===== src/sv/vpsh_pkg.sv =====
// shared constants and types for the varispeed pitch shifter
package vpsh_pkg;

    localparam int SAMPLE_W       = 16;
    localparam int DEF_RING_DEPTH = 8192;
    localparam int DEF_FRAC_BITS  = 12;
    localparam int FRAC_MAX_W     = 16;

    localparam int CFG_INDEX_W = 2;
    localparam int CFG_DATA_W  = 15;
    // wide enough for 1.0 at the largest fraction width
    localparam int STEP_W      = 17;
    localparam int STEP_CMP_W  = 20;

    localparam int OUT_Q_DEPTH = 4;
    localparam int OUT_Q_PTR_W = 2;
    localparam int OUT_Q_CNT_W = 3;

    localparam int SAMPLE_MAX = 32767;
    localparam int SAMPLE_MIN = -32768;

    localparam logic [CFG_INDEX_W-1:0] REG_PITCH_STEP = CFG_INDEX_W'(0);
    localparam logic [CFG_INDEX_W-1:0] REG_EFFECT_EN  = CFG_INDEX_W'(1);

    // per-item control handed from the ring control to the interpolator
    typedef struct packed {
        logic                       valid;
        logic                       bypass;
        logic                       fwd_a;
        logic                       a_ok;
        logic                       b_ok;
        logic signed [SAMPLE_W-1:0] sample;
        logic [FRAC_MAX_W-1:0]      frac;
    } vpsh_tag_t;

endpackage


===== src/sv/vpsh_out_queue.sv =====
// small result queue that decouples the datapath from the receiver
module vpsh_out_queue import vpsh_pkg::*; (
    input  logic                       aclk,
    input  logic                       aresetn,
    input  logic                       push,
    input  logic signed [SAMPLE_W-1:0] push_data,
    input  logic                       pop,
    output logic                       not_empty,
    output logic signed [SAMPLE_W-1:0] head_data,
    output logic [OUT_Q_CNT_W-1:0]     count
);

    logic signed [SAMPLE_W-1:0] slot_reg [OUT_Q_DEPTH];
    logic [OUT_Q_PTR_W-1:0]     wr_ptr_reg;
    logic [OUT_Q_PTR_W-1:0]     rd_ptr_reg;
    logic [OUT_Q_CNT_W-1:0]     count_reg;
    logic [OUT_Q_CNT_W-1:0]     count_next;

    always_comb begin
        unique case ({push, pop})
            2'b10:   count_next = count_reg + OUT_Q_CNT_W'(1);
            2'b01:   count_next = count_reg - OUT_Q_CNT_W'(1);
            default: count_next = count_reg;
        endcase
    end

    always_ff @(posedge aclk) begin
        if (!aresetn) begin
            wr_ptr_reg <= '0;
            rd_ptr_reg <= '0;
            count_reg  <= '0;
        end else begin
            if (push) begin
                wr_ptr_reg <= wr_ptr_reg + OUT_Q_PTR_W'(1);
            end
            if (pop) begin
                rd_ptr_reg <= rd_ptr_reg + OUT_Q_PTR_W'(1);
            end
            count_reg <= count_next;
        end
    end

    always_ff @(posedge aclk) begin
        if (push) begin
            slot_reg[wr_ptr_reg] <= push_data;
        end
    end

    assign not_empty = (count_reg != '0);
    assign head_data = slot_reg[rd_ptr_reg];
    assign count     = count_reg;

endmodule


===== config.mk =====
export PLATFORM = sky130hd
export DESIGN_NAME = vpsh_out_queue
export DESIGN_NICKNAME = d
export VERILOG_FILES = /design/src/sv/vpsh_pkg.sv /design/src/sv/vpsh_out_queue.sv
export SDC_FILE = /design/constraint.sdc
export NUM_CORES = 1
export LEC_CHECK = 0
export ABC_CLOCK_PERIOD_IN_PS = 2760
export BUFFER_PORTS_ARGS = -buffer_cell sky130_fd_sc_hd__buf_2
export CAP_MARGIN = 20
export CORE_MARGIN = 4
export CORE_UTILIZATION = 50
export DETAILED_ROUTE_END_ITERATION = 16
export GPL_ROUTABILITY_DRIVEN = 0
export PLACE_DENSITY_LB_ADDON = 0.05
export SLEW_MARGIN = 20
export SYNTH_ARGS = -nofsm -noshare
export SYNTH_HDL_FRONTEND = slang
export SYNTH_SLANG_ARGS = --single-unit
export TNS_END_PERCENT = 20

===== constraint.sdc =====
create_clock -name aclk -period 2.76 [get_ports aclk]
set_clock_uncertainty 0.1 [all_clocks]
set_input_delay 0.414 -clock aclk [delete_from_list [all_inputs] [get_ports aclk]]
set_output_delay 0.414 -clock aclk [all_outputs]
set_load 0.005 [all_outputs]

==> flow_summary.ini <==
[run_status]
outcome = complete, no violations

[clocking]
cts_root_buf = clkbuf_8
clk_path_buf_depth = 2
cts_tree = built
post_cts_resized = 0
clk_pin_slew_worst_paths_ns = 0.07
clk_latency_ns = 0.33
cts_made_buffers = 9
ctsHtreeMaxLevel = 3
cts_sinks = 73
postCtsSetupRepairBufs = 0
ctsHoldBuffers = 0

[die]
die_area_sq_mm = 0.006843
initial_utilization_pct = 52.97
die_h_microns = 82.72
io-pin-count = 40
num_rows = 26
coreArea_sq_mm = 0.005270
die-width_microns = 82.72

[placed_design]
post-place-cells = 240
numPortBuffers = 39
dp_hpwl_microns = 2878
placed_cell_area_sq_mm = 0.003078

[logic_synthesis]
yosysSeqAreaShare_pct = 75.30
yosys_register_bits = 73
yosys_warnings = 0
synth_top_area_cell = edfxtp_1
synth_fp_nets = 155
synth.area.top_cells = edfxtp_1, mux4_2, dfxtp_1, mux4_1, and2_1
netlist_area_sq_mm = 0.002791
synth.distinct_cells = 19
syn_inst = 129
synth_top_area_share_pct = 68.85
syn_avg_cell_area_sq_um = 21.64

[route]
ant_nets = 0
drtPass1Iterations = 4
wl_per_cell_microns = 17.27
drc = 0
route.vias.total = 1304
vias_per_cell = 5.094
drt_iter0_drc = 37
routed_wl_microns = 4420

[power_and_ir_drop]
internal_power_mw = 1.762
p_sw_uw = 482.7
comb_power_share_pct = 10.2
powerDensity_mw_per_mm2 = 689.5
p_seq_share_pct = 57.5
irDropWorstVdd_mv = 0.4357
clkPwrFrac_pct = 32.3
leakage_nw = 1.167
switching_share_pct = 21.50

[critical_path]
regToRegStartpoint = count[0]$_SDFFE_PN0P_
rr_endpoint = count[2]$_SDFFE_PN0P_
critPathLaunchType = flip-flop
critPathMaxFanout = 16
cp.arrival_ns = 1.73
worst-setup-path-type = reg2out
endpoint_kind = output pin
cp-endpoint = head_data[9]
rrSetupSlack_ns = 1.02
r2r_cells = 5
crit_required_ns = 2.25

[final_layout]
fin_nets = 207
finish.utilization_pct = 61.78
fin_area_sq_mm = 0.003256
num_antenna_cells = 0
seq_area_sq_mm = 0.002102
multiInputGateArea_sq_um = 625.6
instances_no_fill = 256
n_fill_cell = 413
syn2layout_area_growth_pct = 16.63
drive_gt1_share_pct = 36.56
largest_reg_flops = 64

[grt]
grt_pass1_vias = 1393
antenna_found_initial = 0
grt_remaining_overflow = 0
track_usage_pct = 15.12
grt_pass1_wl_microns = 7127
grt_max_degree = 17

[sta]
finalHoldViolations = 0
slew_viol_final = 0
whs_ns = 0.1940
tightest_slew_ns = 0.7811
fin_crit_sh_pct = 81.40
min_period_ns = 2.247
setup_viol = 0
finalSetupTns_ns = 0
grt_setup_unrepaired = false
slew_headroom_pct = 47.86
fmax_mhz = 445.1

[run]
cap_viol_max_count = 0

[min_path]
hold_path_class = in2reg
==> layout make-up <==
| cell class | count | area share, % |
|---|---|---|
| flip-flops and latches | 73 | 64.57 |
| multi-input cells | 46 | 19.22 |
| repair buffers | 45 | 7.379 |
| clock buffers | 14 | 4.996 |
| well taps | 70 | 2.690 |
| inverters | 6 | 0.6918 |
| clock inverters | 2 | 0.4612 |
==> critical path: stages (launching register included) <==
cell and delay, ns:
dfxtp_1 0.83, mux4_2 0.43, buf_2 0.14
==> metal layers <==
metal  up-vias  routed length (microns)  track usage, %
li1        612                        -               -
met1       654                     1866           18.97
met2        31                     2242           24.28
met3         7                      238           4.881
met4         0                       73           6.373
met5         -                        0               0
==> how the worst min path moves through the flow <==
stage                          startpoint  cells past startpoint                         to
floorplan           count[2]$_SDFFE_PN0P_                      2      count[2]$_SDFFE_PN0P_
global placement    count[2]$_SDFFE_PN0P_                      2      count[2]$_SDFFE_PN0P_
detailed placement  count[2]$_SDFFE_PN0P_                      2      count[2]$_SDFFE_PN0P_
CTS                         push_data[10]                      1  slot_reg[1][10]$_DFFE_PP_
global route                push_data[15]                      1  slot_reg[1][15]$_DFFE_PP_
finish                       push_data[2]                      1   slot_reg[0][2]$_DFFE_PP_
==> placed cells by master (no fill, tap or decap), types with 5 or more instances in the layout <==
cell      synthesis  layout
mux4_2           10      10
buf_4             0       6
ha_1              5       5
dfxtp_1           9       9
inv_1             6       6
buf_2             2      39
mux4_1            6       6
and2_1           10      10
edfxtp_1         64      64
clkbuf_8          0      11
==> logic make-up after synthesis <==
group | share of synthesized area [%]
xor gates and xnor gates | 1.569
AOI/OAI and AO/OA | 0.6276
buffers and inverters | 2.286
muxes | 14.07
and+or+nand+nor | 3.183
DFF | 75.30
adders and majority gates | 2.958
==> synth_stat cells (all sizes together) <==
cell / count
edfxtp: 64
fa: 1
ha: 5
or3: 2
and2: 10
mux2i: 1
dfxtp: 9
o21ai: 2
xor2: 3
nor2b: 1
xnor2: 2
buf: 4
inv: 6
nand2: 2
a21boi: 1
mux4: 16
==> metrics by stage <==
stage	total power, mW	setup WS, ns
CTS	2.275	0.4567
detailed placement	1.552	0.6754
global route	2.359	0.3753
floorplan	1.447	0.9807
global placement	1.538	0.7984
finish	2.245	0.5133
==> power groups by stage <==
stage / sequential (mW) / combinational [mW] / clock, mW
2_1_floorplan: 1.30 / 0.145 / 0
3_3_place_gp: 1.31 / 0.228 / 0
3_5_place_dp: 1.31 / 0.237 / 0
4_1_cts: 1.29 / 0.237 / 0.748
5_1_grt: 1.30 / 0.258 / 0.806
6_report: 1.29 / 0.230 / 0.725
No activity file was read; power rests on OpenSTA's default activity.
