===== src/sv/vpsh_pkg.sv =====
// shared constants and types for the varispeed pitch shifter
package vpsh_pkg;

    localparam int SAMPLE_W       = 16;
    localparam int DEF_RING_DEPTH = 8192;
    localparam int DEF_FRAC_BITS  = 12;
    localparam int FRAC_MAX_W     = 16;

    localparam int CFG_INDEX_W = 2;
    localparam int CFG_DATA_W  = 15;
    // wide enough for 1.0 at the largest fraction width
    localparam int STEP_W      = 17;
    localparam int STEP_CMP_W  = 20;

    localparam int OUT_Q_DEPTH = 4;
    localparam int OUT_Q_PTR_W = 2;
    localparam int OUT_Q_CNT_W = 3;

    localparam int SAMPLE_MAX = 32767;
    localparam int SAMPLE_MIN = -32768;

    localparam logic [CFG_INDEX_W-1:0] REG_PITCH_STEP = CFG_INDEX_W'(0);
    localparam logic [CFG_INDEX_W-1:0] REG_EFFECT_EN  = CFG_INDEX_W'(1);

    // per-item control handed from the ring control to the interpolator
    typedef struct packed {
        logic                       valid;
        logic                       bypass;
        logic                       fwd_a;
        logic                       a_ok;
        logic                       b_ok;
        logic signed [SAMPLE_W-1:0] sample;
        logic [FRAC_MAX_W-1:0]      frac;
    } vpsh_tag_t;

endpackage


===== src/sv/vpsh_interp.sv =====
// linear interpolation datapath: operand capture, weighting multiply, sum and saturate
module vpsh_interp import vpsh_pkg::*; #(
    parameter int FRAC_BITS = DEF_FRAC_BITS
) (
    input  logic                       aclk,
    input  logic                       aresetn,
    input  vpsh_tag_t                  tag_in,
    input  logic signed [SAMPLE_W-1:0] rd_data,
    output logic                       res_valid,
    output logic signed [SAMPLE_W-1:0] res_sample,
    output logic [1:0]                 busy
);

    localparam int PROD_W = SAMPLE_W + FRAC_BITS + 2;
    localparam int SUM_W  = PROD_W + 1;
    localparam logic [FRAC_BITS:0]        ONE_W = (FRAC_BITS + 1)'(1) << FRAC_BITS;
    localparam logic signed [SUM_W-1:0]   BIAS  = SUM_W'((1 << FRAC_BITS) - 1);
    localparam logic signed [SUM_W-1:0]   Q_MAX = SUM_W'(SAMPLE_MAX);
    localparam logic signed [SUM_W-1:0]   Q_MIN = SUM_W'(SAMPLE_MIN);

    // stage 2: first neighbor captured, second arriving from memory
    logic                       s2_vld_reg;
    logic                       s2_byp_reg;
    logic                       s2_b_ok_reg;
    logic signed [SAMPLE_W-1:0] s2_sample_reg;
    logic [FRAC_BITS-1:0]       s2_frac_reg;
    logic signed [SAMPLE_W-1:0] a_reg;
    logic signed [SAMPLE_W-1:0] a_next;

    // stage 3: weighted products
    logic                       s3_vld_reg;
    logic                       s3_byp_reg;
    logic signed [SAMPLE_W-1:0] s3_sample_reg;
    logic signed [PROD_W-1:0]   prod_a_reg;
    logic signed [PROD_W-1:0]   prod_b_reg;
    logic signed [PROD_W-1:0]   prod_a_next;
    logic signed [PROD_W-1:0]   prod_b_next;

    logic [FRAC_BITS:0]           wa;
    logic signed [FRAC_BITS+1:0]  wa_s;
    logic signed [FRAC_BITS:0]    wb_s;
    logic signed [SAMPLE_W-1:0]   b_val;
    logic signed [SUM_W-1:0]      sum;
    logic signed [SUM_W-1:0]      sum_adj;
    logic signed [SUM_W-1:0]      q;
    logic signed [SAMPLE_W-1:0]   q_sat;

    always_comb begin
        priority if (tag_in.fwd_a) begin
            a_next = tag_in.sample;
        end else if (tag_in.a_ok) begin
            a_next = rd_data;
        end else begin
            a_next = '0;
        end
    end

    always_comb begin
        wa          = ONE_W - {1'b0, s2_frac_reg};
        wa_s        = $signed({1'b0, wa});
        wb_s        = $signed({1'b0, s2_frac_reg});
        b_val       = s2_b_ok_reg ? rd_data : '0;
        prod_a_next = a_reg * wa_s;
        prod_b_next = b_val * wb_s;
    end

    // truncate toward zero, then clamp to the sample range
    always_comb begin
        sum     = SUM_W'(prod_a_reg) + SUM_W'(prod_b_reg);
        sum_adj = sum + (sum[SUM_W-1] ? BIAS : '0);
        q       = sum_adj >>> FRAC_BITS;
        priority if (q > Q_MAX) begin
            q_sat = SAMPLE_W'(SAMPLE_MAX);
        end else if (q < Q_MIN) begin
            q_sat = SAMPLE_W'(SAMPLE_MIN);
        end else begin
            q_sat = q[SAMPLE_W-1:0];
        end
    end

    always_ff @(posedge aclk) begin
        if (!aresetn) begin
            s2_vld_reg <= 1'b0;
            s3_vld_reg <= 1'b0;
        end else begin
            s2_vld_reg <= tag_in.valid;
            s3_vld_reg <= s2_vld_reg;
        end
    end

    always_ff @(posedge aclk) begin
        s2_byp_reg    <= tag_in.bypass;
        s2_b_ok_reg   <= tag_in.b_ok;
        s2_sample_reg <= tag_in.sample;
        s2_frac_reg   <= tag_in.frac[FRAC_BITS-1:0];
        a_reg         <= a_next;
        s3_byp_reg    <= s2_byp_reg;
        s3_sample_reg <= s2_sample_reg;
        prod_a_reg    <= prod_a_next;
        prod_b_reg    <= prod_b_next;
    end

    assign res_valid  = s3_vld_reg;
    assign res_sample = s3_byp_reg ? s3_sample_reg : q_sat;
    assign busy       = {s3_vld_reg, s2_vld_reg};

endmodule


===== config.mk =====
export PLATFORM = sky130hd
export DESIGN_NAME = vpsh_interp
export DESIGN_NICKNAME = d
export VERILOG_FILES = /design/src/sv/vpsh_pkg.sv /design/src/sv/vpsh_interp.sv
export SDC_FILE = /design/constraint.sdc
export NUM_CORES = 1
export LEC_CHECK = 0
export BUFFER_PORTS_ARGS = -buffer_cell sky130_fd_sc_hd__buf_2
export CORE_UTILIZATION = 60
export CTS_BUF_LIST = sky130_fd_sc_hd__clkbuf_8
export DETAILED_ROUTE_END_ITERATION = 8
export MAX_ROUTING_LAYER = met4
export PLACE_DENSITY = 0.78
export SLEW_MARGIN = 20
export SYNTH_ARGS = -nofsm -noshare
export SYNTH_HDL_FRONTEND = slang
export SYNTH_SLANG_ARGS = --single-unit

===== constraint.sdc =====
create_clock -name aclk -period 10.1 [get_ports aclk]
set_input_delay 0 -clock aclk [delete_from_list [all_inputs] [get_ports aclk]]
set_output_delay 0 -clock aclk [all_outputs]
set_load 0.02 [all_outputs]

==> flow_summary.ini <==
[pwr]
p_leak_nw = 11.39
netSwitchingPower_mw = 3.834
netSwitchingFraction_pct = 52.69
power_frac_comb_pct = 83.4
ir_worst_vdd_uv = 331.1
clock_power_share_pct = 5.8
pwr-share-seq_pct = 10.7
power_density_mw_per_mm2 = 332.1
power_mw = 7.277
internal-power_mw = 3.443

[status]
outcome = finished, final reports clean

[clock_tree]
cts_buffer_depth = 2
htreeDepth = 4
numClockSinks = 124
cts_tree = built
cts_root_buffer = clkbuf_8
clkTransAtPathRegs_ns = 0.08
post-cts-setup-buffers = 0
cts_buffers = 17
clkLatencyLatePin_ns = 0.47

[timing]
setup_viol = 0
relSlewSlack_pct = 30.92
drv_slew = 0
hold_slack_ns = 0.03250
rsz0062_at_grt = false
setup_tns_ns = 0
period_share_pct = 83.95
period_minus_slack_ns = 8.479
clock_skew_ns = 0.01611
fmax_mhz = 117.9
final_critical_path_setup_slack_ns = 1.621
worstMarginPinSlew_ns = 1.035
hold_violations = 0

[yosys]
synth_top_cells_by_count = 485 x inv_1, 381 x fa_1, 251 x nand2_1
yosys_register_bits = 124
yosysUniqueCellTypes = 74
synthesis.nets = 2889
async_flop_share_pct = 0
netlist_area_mm2 = 0.02046
ys_seq_area_share_pct = 12.13
synth_top_cells_by_area = fa_1 37%, dfxtp_1 12%, ha_1 11%
syn_inst = 2276
synth_edf_count = 0
yosysTopAreaCell = fa_1
synth_ff_type = dfxtp_1
yosysTopAreaCellShare_pct = 37.28
syn_area_per_cell_um2 = 8.989
yosys.cell_count.top_type = inv_1
ys.warnings.count = 0

[setup_path]
worst-path-max-fanout = 20
required_ns = 10.44
cp-end-kind = flop
crit_cells = 28
cp_top_family = adder cells
r2r_cells = 28
crit_buf_inv = 5
critPathLaunchType = flop
crit_type = flop to flop
slowest_delay_ns = 0.93
critical-path-slowest-cell = dfxtp_1
cp.arrival_ns = 8.82

[final_layout]
fillerInstances = 2778
finalNetCount = 2933
largest_reg_flops = 30
area_delta_synth_final_pct = 7.113
drive_above_1_share_pct = 6.258
design_area_mm2 = 0.02191
antenna_cells = 0

[detailed_routing]
wl_per_cell_um = 17.14
totalWireLength_um = 47670
postRouteAntennaNets = 0
drc_errors = 0
vias = 15470
initialDrtViolationCount = 954
routed_via_density = 5.564
drtPass1Iterations = 8

[floorplan]
start_util_pct = 61.01
die_w_um = 186.7
die-area_mm2 = 0.03484
pin_count = 74
rows = 67
core_area_mm2 = 0.03353
chipHeight_um = 186.7

[global_routing]
grt_max_degree = 82
grt_pass1_vias = 16600
grt.total_usage_pct = 30.06
grt_overflow = 0
antenna_found_initial = 0
grt_pass1_wl_um = 80660

[place]
dpl-instance-area_mm2 = 0.02107
port-buffer-count = 69
place_ws_ns = 1.830
post-dp-hpwl_um = 38090
gp_congestion = 0.9180

[run]
drv_cap = 0

[hold_path]
min_path_cells = 3
hp-class = primary input to flop
-- worst reg2reg max path, delay by kind of cell, from the launching register on --
family,cells,cell delay [ns]
fa+ha+maj,8,3.63
simple gates,6,1.05
buf+inv,5,0.46
compound gates,7,1.42
flops,1,0.93
xor+xnor,2,0.88
-- stage by stage --
| stage | instances | utilization (%) |
|---|---|---|
| after floorplan | 2276 | - |
| after global placement | 2702 | 62.82 |
| after detailed placement | 2702 | 62.82 |
| after CTS | 2781 | 65.33 |
| after global routing | 2781 | 65.35 |
| final | 2781 | 65.35 |
-- power groups by stage --
| stage | sequential (mW) | clock (mW) | combinational, mW |
|---|---|---|---|
| finish | 0.782 | 0.423 | 6.07 |
| global route | 0.789 | 0.450 | 6.88 |
| CTS | 0.780 | 0.427 | 6.02 |
| detailed placement | 0.791 | 0 | 5.97 |
| global placement | 0.791 | 0 | 5.75 |
| floorplan | 0.725 | 0 | 4.79 |
-- timing repair --
action / 4_1_cts / 5_1_grt
hold endpoints to repair: 49 / 0
hold buffers: 47 / 0
gates resized for setup: 0 / 0
-- area by class of cell --
class                      count  area (um^2)  area share (%)
sequential                   124         2484           11.33
clock inverter                14        122.6          0.5596
clock buffer                  18        247.7           1.131
multi-input combinational   1564        15780           71.99
timing repair buffer         127        898.4           4.100
tap                          448        560.5           2.558
inverter                     486         1824           8.325
-- cell families after synthesis --
| group | share of synthesized area, % |
|---|---|
| AO/OA/AOI/OAI | 7.999 |
| XOR/XNOR | 4.624 |
| adder cells (fa/ha/maj) | 48.11 |
| buffers and inverters | 10.97 |
| flip-flops | 12.13 |
| multiplexers | 0.09786 |
| AND/OR/NAND/NOR | 16.07 |
-- placed cells by master, fill, tap and decap left out, types with 19 or more instances in the layout --
| master | instances |
|---|---|
| inv_1 | 487 |
| fa_1 | 381 |
| nand2_1 | 251 |
| ha_1 | 177 |
| dfxtp_1 | 123 |
| and3_1 | 118 |
| and2_1 | 110 |
| a21oi_1 | 75 |
| xnor2_1 | 73 |
| buf_2 | 69 |
| nor2_1 | 53 |
| dlygate4sd3_1 | 47 |
| o21ai_0 | 38 |
| nand3_1 | 34 |
| xor2_1 | 31 |
| a21o_1 | 26 |
| a31oi_1 | 25 |
| nor3_1 | 19 |
-- per-layer routing --
| metal | track usage, % | vias up | share of wire (%) |
|---|---|---|---|
| li1 | - | 7128 | - |
| met1 | 37.26 | 7753 | 41 |
| met2 | 51.11 | 492 | 50 |
| met3 | 3.103 | 100 | 5.0 |
| met4 | 10.91 | 0 | 3.5 |
| met5 | - | - | 0 |
-- worst paths after layout --
path | startpoint | endpoint | slack (ns)
max | s2_frac_reg[1] | prod_a_reg[29] | 1.62
min reg2reg | s2_sample_reg[14] | s3_sample_reg[14] | 0.33
max reg2reg | s2_frac_reg[1] | prod_a_reg[29] | 1.62
min | rd_data[10] | a_reg[10] | 0.03
Power figures use the tool's default switching activity.
